--- config.mk ---
export PLATFORM = sky130hd
export DESIGN_NAME = rk8_ctrl
export DESIGN_NICKNAME = d
export VERILOG_FILES = /design/src/rtl/core/rk8_pkg.sv /design/src/rtl/core/rk8_ctrl.sv
export SDC_FILE = /design/constraint.sdc
export NUM_CORES = 1
export LEC_CHECK = 0
export BUFFER_PORTS_ARGS = -buffer_cell sky130_fd_sc_hd__buf_4
export CAP_MARGIN = 10
export CELL_PAD_IN_SITES_DETAIL_PLACEMENT = 2
export CELL_PAD_IN_SITES_GLOBAL_PLACEMENT = 2
export CORE_ASPECT_RATIO = 1.1
export CORE_MARGIN = 2
export CORE_UTILIZATION = 29
export CTS_CLUSTER_DIAMETER = 40
export DETAILED_ROUTE_END_ITERATION = 8
export GPL_TIMING_DRIVEN = 0
export PLACE_DENSITY = 0.77
export SLEW_MARGIN = 20
export SYNTH_ARGS = -nofsm -noshare
export SYNTH_HDL_FRONTEND = slang
export SYNTH_SLANG_ARGS = --single-unit
--- constraint.sdc ---
create_clock -name clk -period 2 [get_ports clk]
set_input_delay 0.4 -clock clk [delete_from_list [all_inputs] [get_ports clk]]
set_output_delay 0.4 -clock clk [all_outputs]
set_load 0.02 [all_outputs]
--- src/rtl/core/rk8_pkg.sv ---
// ----------------------------------------------------------------------------
// rk8_pkg
// Types, tableau constants and saturation helper for the RK8 stage combiner.
// ----------------------------------------------------------------------------
package rk8_pkg;

    localparam int MAX_DIM     = 64;
    localparam int ADDR_W      = 6;
    localparam int DIM_W       = 7;
    localparam int DATA_W      = 48;
    localparam int FRAC_BITS   = 32;
    localparam int STAGE_W     = 4;
    localparam int NUM_ROWS    = 10;
    localparam int SLOPE_DEPTH = 9 * MAX_DIM;
    localparam int SLOPE_AW    = 10;
    localparam int PROD_W      = 60;
    localparam int ACC_W       = 64;
    localparam int CFG_IDX_W   = 1;

    localparam logic [STAGE_W-1:0] STAGE_FIRST = 4'd1;
    localparam logic [STAGE_W-1:0] STAGE_LAST  = 4'd10;
    localparam logic [STAGE_W-1:0] ROW_LAST_STORED = 4'd8;

    localparam logic [CFG_IDX_W-1:0] CFG_STEP_SIZE = 1'b0;
    localparam logic [CFG_IDX_W-1:0] CFG_DIMENSION = 1'b1;

    localparam logic signed [63:0] ONE = 64'sd1 <<< FRAC_BITS;

    typedef logic signed [DATA_W-1:0] data_t;

    typedef enum logic [1:0] {
        MSEL_K = 2'd0,
        MSEL_H = 2'd1,
        MSEL_T = 2'd2
    } msel_t;

    typedef struct packed {
        logic  capture;
        logic  load_commit;
        logic  slope_issue;
        logic  rd_issue;
        logic  mul_go;
        msel_t mul_sel;
        logic  acc_add;
        logic  take_d;
        logic  fin_commit;
    } cmd_t;

    typedef struct packed {
        logic in_load;
        logic j_last;
        logic mul_done;
        logic out_free;
    } sts_t;

    // Tableau a/b coefficients, Q.FRAC_BITS, rounded to nearest.
    localparam data_t COEF_K [NUM_ROWS][NUM_ROWS] = '{
        '{48'((64'sd4*ONE+64'sd13)/64'sd27), 48'sd0, 48'sd0, 48'sd0, 48'sd0,
          48'sd0, 48'sd0, 48'sd0, 48'sd0, 48'sd0},
        '{48'((64'sd1*ONE+64'sd9)/64'sd18), 48'((64'sd3*ONE+64'sd9)/64'sd18),
          48'sd0, 48'sd0, 48'sd0, 48'sd0, 48'sd0, 48'sd0, 48'sd0, 48'sd0},
        '{48'((64'sd1*ONE+64'sd6)/64'sd12), 48'sd0, 48'((64'sd3*ONE+64'sd6)/64'sd12),
          48'sd0, 48'sd0, 48'sd0, 48'sd0, 48'sd0, 48'sd0, 48'sd0},
        '{48'((64'sd1*ONE+64'sd4)/64'sd8), 48'sd0, 48'sd0,
          48'((64'sd3*ONE+64'sd4)/64'sd8), 48'sd0, 48'sd0, 48'sd0, 48'sd0, 48'sd0, 48'sd0},
        '{48'((64'sd13*ONE+64'sd27)/64'sd54), 48'sd0,
          48'(-((64'sd27*ONE+64'sd27)/64'sd54)),
          48'((64'sd42*ONE+64'sd27)/64'sd54),
          48'((64'sd8*ONE+64'sd27)/64'sd54), 48'sd0, 48'sd0, 48'sd0, 48'sd0, 48'sd0},
        '{48'((64'sd389*ONE+64'sd2160)/64'sd4320), 48'sd0,
          48'(-((64'sd54*ONE+64'sd2160)/64'sd4320)),
          48'((64'sd966*ONE+64'sd2160)/64'sd4320),
          48'(-((64'sd824*ONE+64'sd2160)/64'sd4320)),
          48'((64'sd243*ONE+64'sd2160)/64'sd4320), 48'sd0, 48'sd0, 48'sd0, 48'sd0},
        '{48'(-((64'sd231*ONE+64'sd10)/64'sd20)), 48'sd0,
          48'((64'sd81*ONE+64'sd10)/64'sd20),
          48'(-((64'sd1164*ONE+64'sd10)/64'sd20)),
          48'((64'sd656*ONE+64'sd10)/64'sd20),
          48'(-((64'sd122*ONE+64'sd10)/64'sd20)),
          48'((64'sd800*ONE+64'sd10)/64'sd20), 48'sd0, 48'sd0, 48'sd0},
        '{48'(-((64'sd127*ONE+64'sd144)/64'sd288)), 48'sd0,
          48'((64'sd18*ONE+64'sd144)/64'sd288),
          48'(-((64'sd678*ONE+64'sd144)/64'sd288)),
          48'((64'sd456*ONE+64'sd144)/64'sd288),
          48'(-((64'sd9*ONE+64'sd144)/64'sd288)),
          48'((64'sd576*ONE+64'sd144)/64'sd288),
          48'((64'sd4*ONE+64'sd144)/64'sd288), 48'sd0, 48'sd0},
        '{48'((64'sd1481*ONE+64'sd410)/64'sd820), 48'sd0,
          48'(-((64'sd81*ONE+64'sd410)/64'sd820)),
          48'((64'sd7104*ONE+64'sd410)/64'sd820),
          48'(-((64'sd3376*ONE+64'sd410)/64'sd820)),
          48'((64'sd72*ONE+64'sd410)/64'sd820),
          48'(-((64'sd5040*ONE+64'sd410)/64'sd820)),
          48'(-((64'sd60*ONE+64'sd410)/64'sd820)),
          48'((64'sd720*ONE+64'sd410)/64'sd820), 48'sd0},
        '{48'((64'sd41*ONE+64'sd420)/64'sd840), 48'sd0, 48'sd0,
          48'((64'sd27*ONE+64'sd420)/64'sd840),
          48'((64'sd272*ONE+64'sd420)/64'sd840),
          48'((64'sd27*ONE+64'sd420)/64'sd840),
          48'((64'sd216*ONE+64'sd420)/64'sd840), 48'sd0,
          48'((64'sd216*ONE+64'sd420)/64'sd840),
          48'((64'sd41*ONE+64'sd420)/64'sd840)}
    };

    // Node offsets c (row sum over row denominator).
    localparam data_t COEF_C [NUM_ROWS] = '{
        48'((64'sd4*ONE+64'sd13)/64'sd27),
        48'((64'sd4*ONE+64'sd9)/64'sd18),
        48'((64'sd4*ONE+64'sd6)/64'sd12),
        48'((64'sd4*ONE+64'sd4)/64'sd8),
        48'((64'sd36*ONE+64'sd27)/64'sd54),
        48'((64'sd720*ONE+64'sd2160)/64'sd4320),
        48'((64'sd20*ONE+64'sd10)/64'sd20),
        48'((64'sd240*ONE+64'sd144)/64'sd288),
        48'((64'sd820*ONE+64'sd410)/64'sd820),
        48'((64'sd840*ONE+64'sd420)/64'sd840)
    };

    function automatic data_t sat48(input logic signed [ACC_W-1:0] v);
        data_t r;
        if (v > 64'sh0000_7FFF_FFFF_FFFF)
            r = 48'sh7FFF_FFFF_FFFF;
        else if (v < -64'sh0000_8000_0000_0000)
            r = 48'sh8000_0000_0000;
        else
            r = v[DATA_W-1:0];
        return r;
    endfunction

endpackage

--- src/rtl/core/rk8_ctrl.sv ---
// ----------------------------------------------------------------------------
// rk8_ctrl
// Sequencer: walks the stage sum term by term and issues datapath commands.
// ----------------------------------------------------------------------------
module rk8_ctrl (
    input  logic           clk,
    input  logic           rst_n,
    input  logic           in_valid,
    output logic           in_stall,
    input  rk8_pkg::sts_t  sts,
    output rk8_pkg::cmd_t  cmd
);

    typedef enum logic [8:0] {
        ST_IDLE = 9'b000000001,
        ST_LOAD = 9'b000000010,
        ST_PREP = 9'b000000100,
        ST_RD   = 9'b000001000,
        ST_MK   = 9'b000010000,
        ST_ACC  = 9'b000100000,
        ST_MH   = 9'b001000000,
        ST_MT   = 9'b010000000,
        ST_FIN  = 9'b100000000
    } state_t;

    state_t state_reg;
    state_t state_next;

    always_comb
    begin
        state_next = state_reg;
        cmd        = '0;
        cmd.mul_sel = rk8_pkg::MSEL_K;
        unique case (state_reg)
            ST_IDLE:
            begin
                if (in_valid)
                begin
                    cmd.capture = 1'b1;
                    state_next  = sts.in_load ? ST_LOAD : ST_PREP;
                end
            end
            ST_LOAD:
            begin
                if (sts.out_free)
                begin
                    cmd.load_commit = 1'b1;
                    state_next      = ST_IDLE;
                end
            end
            ST_PREP:
            begin
                cmd.slope_issue = 1'b1;
                state_next      = ST_RD;
            end
            ST_RD:
            begin
                cmd.rd_issue = 1'b1;
                state_next   = ST_MK;
            end
            ST_MK:
            begin
                cmd.mul_go = 1'b1;
                if (sts.mul_done)
                    state_next = ST_ACC;
            end
            ST_ACC:
            begin
                cmd.acc_add = 1'b1;
                state_next  = sts.j_last ? ST_MH : ST_RD;
            end
            ST_MH:
            begin
                cmd.mul_go  = 1'b1;
                cmd.mul_sel = rk8_pkg::MSEL_H;
                if (sts.mul_done)
                begin
                    cmd.take_d = 1'b1;
                    state_next = ST_MT;
                end
            end
            ST_MT:
            begin
                cmd.mul_go  = 1'b1;
                cmd.mul_sel = rk8_pkg::MSEL_T;
                if (sts.mul_done)
                    state_next = ST_FIN;
            end
            ST_FIN:
            begin
                // product of h*c stays in the multiplier result register
                cmd.mul_sel = rk8_pkg::MSEL_T;
                if (sts.out_free)
                begin
                    cmd.fin_commit = 1'b1;
                    state_next     = ST_IDLE;
                end
            end
            default:
                state_next = ST_IDLE;
        endcase
    end

    always_ff @(posedge clk or negedge rst_n)
    begin
        if (!rst_n)
            state_reg <= ST_IDLE;
        else
            state_reg <= state_next;
    end

    assign in_stall = (state_reg != ST_IDLE);

endmodule

Word level (Yosys, flattened, before mapping)

Cells that the tools add are included.

Reduce and logical (&&, ||, !) cells: 4
Muxes and demuxes: 20
Equal/unequal tests: 15

Operator list:

| operator                                                              | number |
|---|---|
| 9-bit one-hot mux with 8 select lines                                 | 1 |
| 9-bit two-way mux                                                     | 5 |
| 1-bit two-way mux                                                     | 11 |
| 9-bit by 1-bit equality test with 1-bit output, second input constant | 1 |
| 9-bit by 2-bit equality test with 1-bit output, second input constant | 1 |
| 9-bit by 3-bit equality test with 1-bit output, second input constant | 1 |
| 9-bit by 4-bit equality test with 1-bit output, second input constant | 1 |
| 9-bit by 5-bit equality test with 1-bit output, second input constant | 1 |
| 9-bit by 6-bit equality test with 1-bit output, second input constant | 1 |
| 9-bit by 7-bit equality test with 1-bit output, second input constant | 1 |
| 9-bit by 8-bit equality test with 1-bit output, second input constant | 1 |
| 9-bit equality test, second input constant                            | 1 |
| 9-bit by 1-bit != test with 1-bit output, second input constant       | 1 |
| 2-bit != test, second input constant                                  | 4 |
| 7-bit two-way mux                                                     | 1 |
| 5-bit AND reduction                                                   | 1 |
| 2-bit one-hot mux with 2 select lines                                 | 1 |
| 2-bit OR reduction                                                    | 2 |
| 3-bit two-way mux                                                     | 1 |
| 3-bit OR reduction                                                    | 1 |
| 2-bit by 1-bit != test with 1-bit output, second input constant       | 1 |

Logic and storage cells: 40
Flip-flop bits (word level): 9

Longest topological paths before layout

Gate-level depths: netlist of the first run.

Word-level depth: 4
Gate-level depth with buffers: 5
Depth with buffers taken out: 4

Worst setup path before layout of the first run

Ideal clock, no wire load.

Kind: flip-flop to output port
From: reg state_reg[2]
To: out cmd[1] in the netlist's numbering
Slack: 0.108 ns
Buffers on the path: 0
Arrival time: 1.492 ns
Stages on the path, launching flop included: 5
Cells stage by stage: dfrtp_1 -> nor3_4 -> nand2_1 -> nor3b_2 -> and2_1

RTL lines:

| item                   | RTL line        | source |
|---|---|---|
| from (decl)            | rk8_ctrl.sv:26  | `state_t state_reg;` |
| from (signal assigned) | rk8_ctrl.sv:109 | `state_reg <= state_next;` |
| to (decl)              | rk8_ctrl.sv:11  | `output rk8_pkg::cmd_t cmd` |

==> metrics.md, run 1 <==
| Metric | Value |
|---|---|
| Synth-to-layout area growth | 80.4% |
| Fin worst setup slack | -0.107 ns |
| DIE AREA | 2490 sq um |
| Final worst-path cycle share | 105% |
| Worst setup SP type | flip-flop |
| Num ports | 18 |
| Clock-pin transition on the worst setup and hold timing paths | 0.07 ns |
| Placed cells | 106 |
| Critical Path RT | 1.60 ns |
| Die span in x | 47.8 microns |
| Relative slew slack | 75.9% |
| GR Util met3 | 4.14% |
| Register bit total from synthesis | 9 |
| GRT Overall Usage | 22.4% |
| Crit-path max FO | 4 |
| Final net count | 116 |
| Clk Latency, worst-skew pair | 0.28 ns |
| Met1 GRT Util | 24.0% |
| RePlAce Congestion | 0.727 |
| GR Util met2 | 41.1% |
| Hold Slack | 0.289 ns |
| Routed vias/inst | 5.18 |
| Inserted Clock Buffers | 3 |
| Core area | 2000 sq um |
| Setup WS pre-CTS | 0.0503 ns |
| R2R depth | 6 |
| Outcome | finished with violations |
| Failing checks | negative setup slack |
| Critical-path cell list | buf_6 > nor3_4 > nand4_1 > nor2_2 > buf_6 |
| Most common cell on crit path | buf_6 |
| Count of different cell masters after synthesis | 29 |
| Sink Count | 9 |
| Routed Antenna Nets | 0 |
| DRT Pass-1 Iters | 4 |
| Global-route wire length before repair | 3730 microns |
| Maximum clock insertion buffer count | 2 |
| Crit-path max cell delay | 0.39 ns |
| Synth Instances | 61 |
| Number of H-tree levels | 1 |
| Final WL | 3170 microns |
| CTS tree | built |
| I/O Buffers | 17 |
| Final hold violations | 0 |
| Busiest grt layer | met2 |
| DRC | 0 |
| Pins Over Slew Limit | 0 |
| Fillers | 213 |
| Drt wl/cell | 23.3 microns |
| Iter 0 DRT Violations | 9 |
| Maxcap violations | 0 |
| Max Fclk | 475 MHz |
| Leakage | 0.545 nW |
| GRT overflow | 0 |
| DR vias | 705 |
| WHS Path Cells | 2 |
| Worst Setup End Kind | output port |
| Post-Syn Area | 612 sq um |
| Peak VDD IR | 0.509 mV |
| Antenna cells | 0 |
| Die height | 52.2 microns |
| Pwr Density | 959 nW/um^2 |
| Design Power | 1.06 mW |
| Final cell count without fillers | 136 |
| Ys Warns | 0 |
| Largest register FFs | 9 |
| Starting Density | 30.6% |
| Clock skew | 0.00807 ns |
| Antenna violations before repair | 0 |
| Synth Area per Inst | 10.0 sq um |
| Register area share after synthesis | 37.0% |
| Final count of negative-setup-slack endpoints | 11 |
| Share of cells above drive strength 1 | 63.9% |
| HP Class | in -> reg |
| Row cnt | 17 |
| CP arrival | 1.71 ns |
| Critical Setup Path Class | reg -> out |
| Syn_nets | 68 |
| Min Tclk post-route | 2.11 ns |
| Largest net degree at the start of global routing | 10 |
| Clk root buf | clkbuf_4 |
| Vias in the first global route | 722 |
| Unrepaired setup endpoints after global routing | yes |
| Detailed Place HPWL | 1360 microns |
| Least-Margin Pin Slew | 0.360 ns |
| Slowest CP cell | dfrtp_1 |
-- placed cells by master (no fill, tap or decap), types with 2 or more instances in the layout --
cell type / instances
a21o_1: 3
a22o_1: 2
buf_4: 37
buf_6: 6
clkbuf_4: 3
dfrtp_1: 2
dfrtp_2: 6
inv_1: 3
nand2_1: 3
nand2_2: 2
nor2_1: 4
nor2b_1: 2
nor3_1: 2
nor3_4: 4
nor4b_4: 3
o21ai_0: 2
o22ai_1: 2
xor2_1: 3
-- per-stage QoR --
stage	utilization (%)	instance area [sq um]	TNS, ns
finish	55.2	1100	-0.629
global placement	38.7	774	0
detailed placement	38.7	774	0
global route	55.2	1100	-1.60
floorplan	-	612	0
CTS	48.3	966	-0.0103
-- synth_stat cells, drive strengths merged --
cell	n	area share (%)
and2	1	1.0
a22o	2	2.9
dfstp	1	4.3
nor2	6	3.7
and3	1	1.0
nor3	6	8.4
o21ai	3	2.5
nand4	1	1.0
a21oi	1	0.82
xor2	3	4.3
and4b	1	1.6
buf	1	1.8
inv	3	1.8
dfrtp	8	33
a21o	3	3.7
o22ai	3	4.1
nand2b	1	1.0
nor3b	1	2.0
mux2	1	1.8
nand2	6	3.7
nor2b	2	2.0
o2111ai	1	2.5
nor4b	3	8.8
a32oi	1	1.4
nor4	1	1.0
-- cell families after synthesis --
family	share of synthesized area [%]
simple gates	35.4
compound gates	17.8
flops	37.0
buf+inv	3.68
xor+xnor	4.30
mux	1.84
-- path summary, 6_finish.rpt --
check	startpoint	to	slack (ns)
worst min register to register	state_reg[4]	state_reg[7]	0.66
worst max register to register	state_reg[6]	state_reg[8]	0
min in group asynchronous	rst_n	state_reg[5]	0.49
max in group asynchronous	rst_n	state_reg[0]	1.28
worst max-delay path	state_reg[4]	cmd[9]	-0.11
worst min-delay path	in_valid	state_reg[0]	0.29
-- metal layers --
layer | up-vias | share of wire [%]
li1 | 321 | -
met1 | 349 | 35
met2 | 22 | 57
met3 | 13 | 3.6
met4 | 0 | 4.3
met5 | - | 0
-- repair_timing --
item / 4_1_cts / 5_1_grt
resized for setup: 16 / 11
hold buffers: 1 / 0
hold endpoints to repair: 8 / 0
setup buffers: 13 / 12
setup endpoints to repair: 9 / 10
pin swaps: 7 / 4
-- power by group --
| part | internal, mW | total (mW) | leakage [nW] | switching [mW] |
|---|---|---|---|---|
| clock network | 0.0776 | 0.154 | 0.0150 | 0.0769 |
| logic | 0.303 | 0.646 | 0.419 | 0.343 |
| registers | 0.215 | 0.257 | 0.111 | 0.0421 |
| total | 0.596 | 1.06 | 0.545 | 0.462 |
-- final cells by class --
class	instances	area (sq um)	share of cell area (%)
inverters	3	11.3	1.02
multi-input cells	48	442	40.0
well taps	28	35.0	3.17
flip-flops and latches	9	234	21.2
clock buffers	4	26.3	2.38
repair buffers	43	344	31.2
plain buffers	1	11.3	1.02
-- worst max-delay path: cells and delay by family, from the launching register on --
kind          cells  cell delay (ns)
simple gates      3             0.75
flops             1             0.39
buf+inv           2             0.28
(Power assumes the default switching activity.)
==> run 2: changes to the inputs <==
Settings changed: CORE_UTILIZATION 29 to 31, CTS_BUF_LIST set to sky130_fd_sc_hd__clkbuf_4 sky130_fd_sc_hd__clkbuf_8, PLACE_DENSITY 0.77 to 0.81.
==> run 2 against run 1 <==
  * The flow now stops in 5_1_grt
  * Synthesized cell count did not move
  * Synthesized area did not move
==> metrics.md, run 2 <==
| Metric | Value |
|---|---|
| Outcome | aborted with a tool error |
| Halt Stage | 5_1_grt |
| Stop err | [ERROR DPL-0033] detailed placement checks failed during check placement. |
| Ys Warns | 0 |
| Detailed Place HPWL | 1350 microns |
| Antenna violations before repair | 0 |
| Sink Count | 9 |
| Count of different cell masters after synthesis | 29 |
| Synth Area per Inst | 10.0 sq um |
| Die span in x | 46.4 microns |
| Simple-gate share of the synthesized area | 35.4% |
| Post-Syn Area | 612 sq um |
| Most frequent cell after synthesis | dfrtp_1 |
| Maximum clock insertion buffer count | 2 |
| Asr flop ratio synth | 100% |
| RePlAce Congestion | 0.757 |
| Post-synth top cells | 8 x dfrtp_1, 6 x nand2_1, 6 x nor2_1 |
| Largest net degree at the start of global routing | 10 |
| Combinational family with the most area after synthesis | simple AND/OR/NAND/NOR gates |
| Multiplexer share of the synthesized area | 1.84% |
| Post-synth top area share | 32.7% |
| Setup WS pre-CTS | 0.0335 ns |
| Compound-gate portion of the synthesized area | 17.8% |
| Post-synth EDFFs | 0 |
| Number of H-tree levels | 1 |
| Area contributors post-synth | dfrtp_1 33%, nor4b_2 4.9%, dfstp_2 4.3% |
| Clk root buf | clkbuf_4 |
| Die height | 50.6 microns |
| Starting Density | 33.6% |
| Worst EP Category | top-level output |
| I/O Buffers | 17 |
| Syn_nets | 68 |
| Main synth FF type | dfrtp_1 |
| Area leader, netlist | dfrtp_1 |
| Num ports | 18 |
| Grt repair worst endpoint | cmd[1] |
| Register area share after synthesis | 37.0% |
| Adder-cell share of the synthesized area | 0% |
| Row cnt | 16 |
| Inserted Clock Buffers | 3 |
| XOR/XNOR Fraction of Synth Area | 4.29% |
| Synth Instances | 61 |
| Register bit total from synthesis | 9 |
-- run 2: cell counts after synthesis --
No cell type changed its count.
-- run 2: logic make-up after synthesis --
kind of cell | after synthesis
simple gates | 30
compound gates | 14
flops | 9
buf+inv | 4
xor+xnor | 3
mux | 1
-- run 2: per-stage QoR --
step / util (%) / area [sq um] / std cells
4_1_cts: 53.6 / 977 / 123
3_5_place_dp: 42.4 / 773 / 105
3_3_place_gp: 42.4 / 773 / 105
2_1_floorplan: - / 612 / 61
-- run 2: timing repair --
item / 4_1_cts
resized for setup: 19
cloned: 0
buffers inserted: 13
hold endpoints to repair: 8
setup endpoints to repair: 9
hold buffers: 1
pin swaps: 10
==> run 3: changes to the inputs <==
Settings changed: CELL_PAD_IN_SITES_DETAIL_PLACEMENT 2 to not set, CELL_PAD_IN_SITES_GLOBAL_PLACEMENT 2 to not set, CORE_AREA set to 2 2 63 65, CORE_ASPECT_RATIO 1.1 to not set, CORE_MARGIN 2 to not set, CORE_UTILIZATION 31 to not set, CTS_BUF_LIST sky130_fd_sc_hd__clkbuf_4 sky130_fd_sc_hd__clkbuf_8 to not set, CTS_CLUSTER_DIAMETER 40 to not set, DIE_AREA set to 0 0 65 67, PLACE_DENSITY 0.81 to not set, PLACE_DENSITY_LB_ADDON set to 0.15.
==> run 3 against run 2 <==
  * The flow now finishes without violations
==> metrics.md, run 3 (synthesis results as in run 1) <==
| Metric | Value |
|---|---|
| Most frequent cells in the layout | 32 x buf_4, 6 x dfrtp_2, 4 x buf_6, 4 x nor2_1 |
| Slowest CP cell | dfrtp_2 |
| Pwr Density | 865 nW/um^2 |
| GRT Overall Usage | 8.37% |
| HP Class | in -> reg |
| Max Fclk | 506 MHz |
| DR vias | 613 |
| Final worst-path cycle share | 98.9% |
| DIE AREA | 4360 sq um |
| Global-route wire length before repair | 2760 microns |
| Worst Setup End Kind | output port |
| Multi-input gate area in the final layout | 415 sq um |
| Unrepaired setup endpoints after global routing | yes |
| DRT Pass-1 Iters | 4 |
| Die height | 67 microns |
| CP arrival | 1.58 ns |
| Worst setup path start | state_reg[1] |
| R2R Path Start | state_reg[7] |
| Largest register FFs | 9 |
| DRC | 0 |
| Vias in the first global route | 568 |
| Critical Setup Path Class | reg -> out |
| Worst setup SP type | flip-flop |
| Hold_sp | sts[3] |
| CTS tree | built |
| Final hold violations | 0 |
| Crit-path max FO | 4 |
| Clock-pin transition on the worst setup and hold timing paths | 0.05 ns |
| Final count of negative-setup-slack endpoints | 0 |
| Antenna violations before repair | 0 |
| Core area | 3610 sq um |
| Row cnt | 22 |
| Fillers | 380 |
| Die span in x | 65 microns |
| Detailed Place HPWL | 1120 microns |
| Routed Antenna Nets | 0 |
| Sink Count | 9 |
| RePlAce Congestion | 0.707 |
| Min Tclk post-route | 1.98 ns |
| Starting Density | 17.0% |
| Fin worst setup slack | 0.0218 ns |
| Drt wl/cell | 11.5 microns |
| Synth-to-layout area growth | 73.4% |
| I/O Buffers | 17 |
| Least-Margin Pin Slew | 0.273 ns |
| Post-Place Cell Area | 800 sq um |
| Num ports | 18 |
| Relative slew slack | 81.8% |
| Inserted Clock Buffers | 3 |
| Pins Over Slew Limit | 0 |
| Maximum clock insertion buffer count | 2 |
| Routed vias/inst | 4.11 |
| Leakage | 0.519 nW |
| Number of H-tree levels | 1 |
| Final net count | 109 |
| Antenna cells | 0 |
| GRT overflow | 0 |
| Crit-path max cell delay | 0.44 ns |
| Final WL | 1710 microns |
| Setup WS pre-CTS | 0.119 ns |
| Peak VDD IR | 0.395 mV |
| Most common cell after layout, fill and taps aside | buf_4 |
| Iter 0 DRT Violations | 11 |
| Largest net degree at the start of global routing | 10 |
| FF+latch area | 234 sq um |
| Clock skew | 0.00104 ns |
| Critical-path cell list | nor3_4 > nand2_4 > nor4b_4 > buf_4 |
| Maxcap violations | 0 |
| Clk Latency, worst-skew pair | 0.23 ns |
| Final instance area | 1060 sq um |
| Share of cells above drive strength 1 | 60.4% |
| Outcome | finished, final reports clean |
| Clk root buf | clkbuf_8 |
| Critical Path RT | 1.60 ns |
[run 3: routing by layer]
| metal | global-route usage (%) | share of wire, % |
|---|---|---|
| met2 | 12.6 | 48 |
| met4 | 3.19 | 1.1 |
| met1 | 11.0 | 46 |
| met5 | 0 | 0 |
| met3 | 2.70 | 4.6 |
[run 3: layout make-up]
class | instances | area share (%)
Timing Repair Buffer | 36 | 26.8
Sequential cell | 9 | 22.1
Tap cell | 48 | 5.66
Buffer | 1 | 1.06
Inverter | 3 | 1.06
Multi-Input combinational cell | 48 | 39.2
Clock buffer | 4 | 4.25
[run 3: critical path: cells and delay by family, from the launching register on]
family                 cells  cell delay (ns)
AND/OR/NAND/NOR            3             0.72
buffers and inverters      1             0.19
flip-flops                 1             0.44
[run 3: worst paths after layout]
kind	end	cells after the start	slack (ns)
min in group asynchronous	state_reg[6]	2	0.53
worst min-delay path	state_reg[2]	2	0.33
worst max register to register	state_reg[8]	6	0.20
worst min register to register	state_reg[1]	1	0.58
worst max-delay path	cmd[6]	4	0.02
max in group asynchronous	state_reg[0]	2	1.25
[run 3: repair_timing]
action | 4_1_cts | 5_1_grt
setup buffers | 4 | 14
hold buffers | 1 | 0
pin swaps | 4 | 6
hold endpoints to repair | 8 | 0
gates resized for setup | 16 | 4
cloned | 0 | 0
setup endpoints to repair | 7 | 8
[run 3: power by group]
group	leakage, nW	internal, mW	switching (mW)	total, mW
combinational	0.385	0.206	0.244	0.451
sequential	0.111	0.216	0.0351	0.251
clock	0.0228	0.139	0.0773	0.217
total	0.519	0.562	0.357	0.918
[run 3: per-stage QoR]
step	util (%)	power [mW]	std cells	setup TNS (ns)	hold WS, ns
3_3_place_gp	22.2	0.565	126	0	0.238
5_1_grt	29.4	0.991	149	-0.277	0.317
6_report	29.4	0.918	149	0	0.330
4_1_cts	26.1	0.865	135	0	0.327
2_1_floorplan	-	0.464	61	0	0.104
3_5_place_dp	22.2	0.562	126	0	0.236
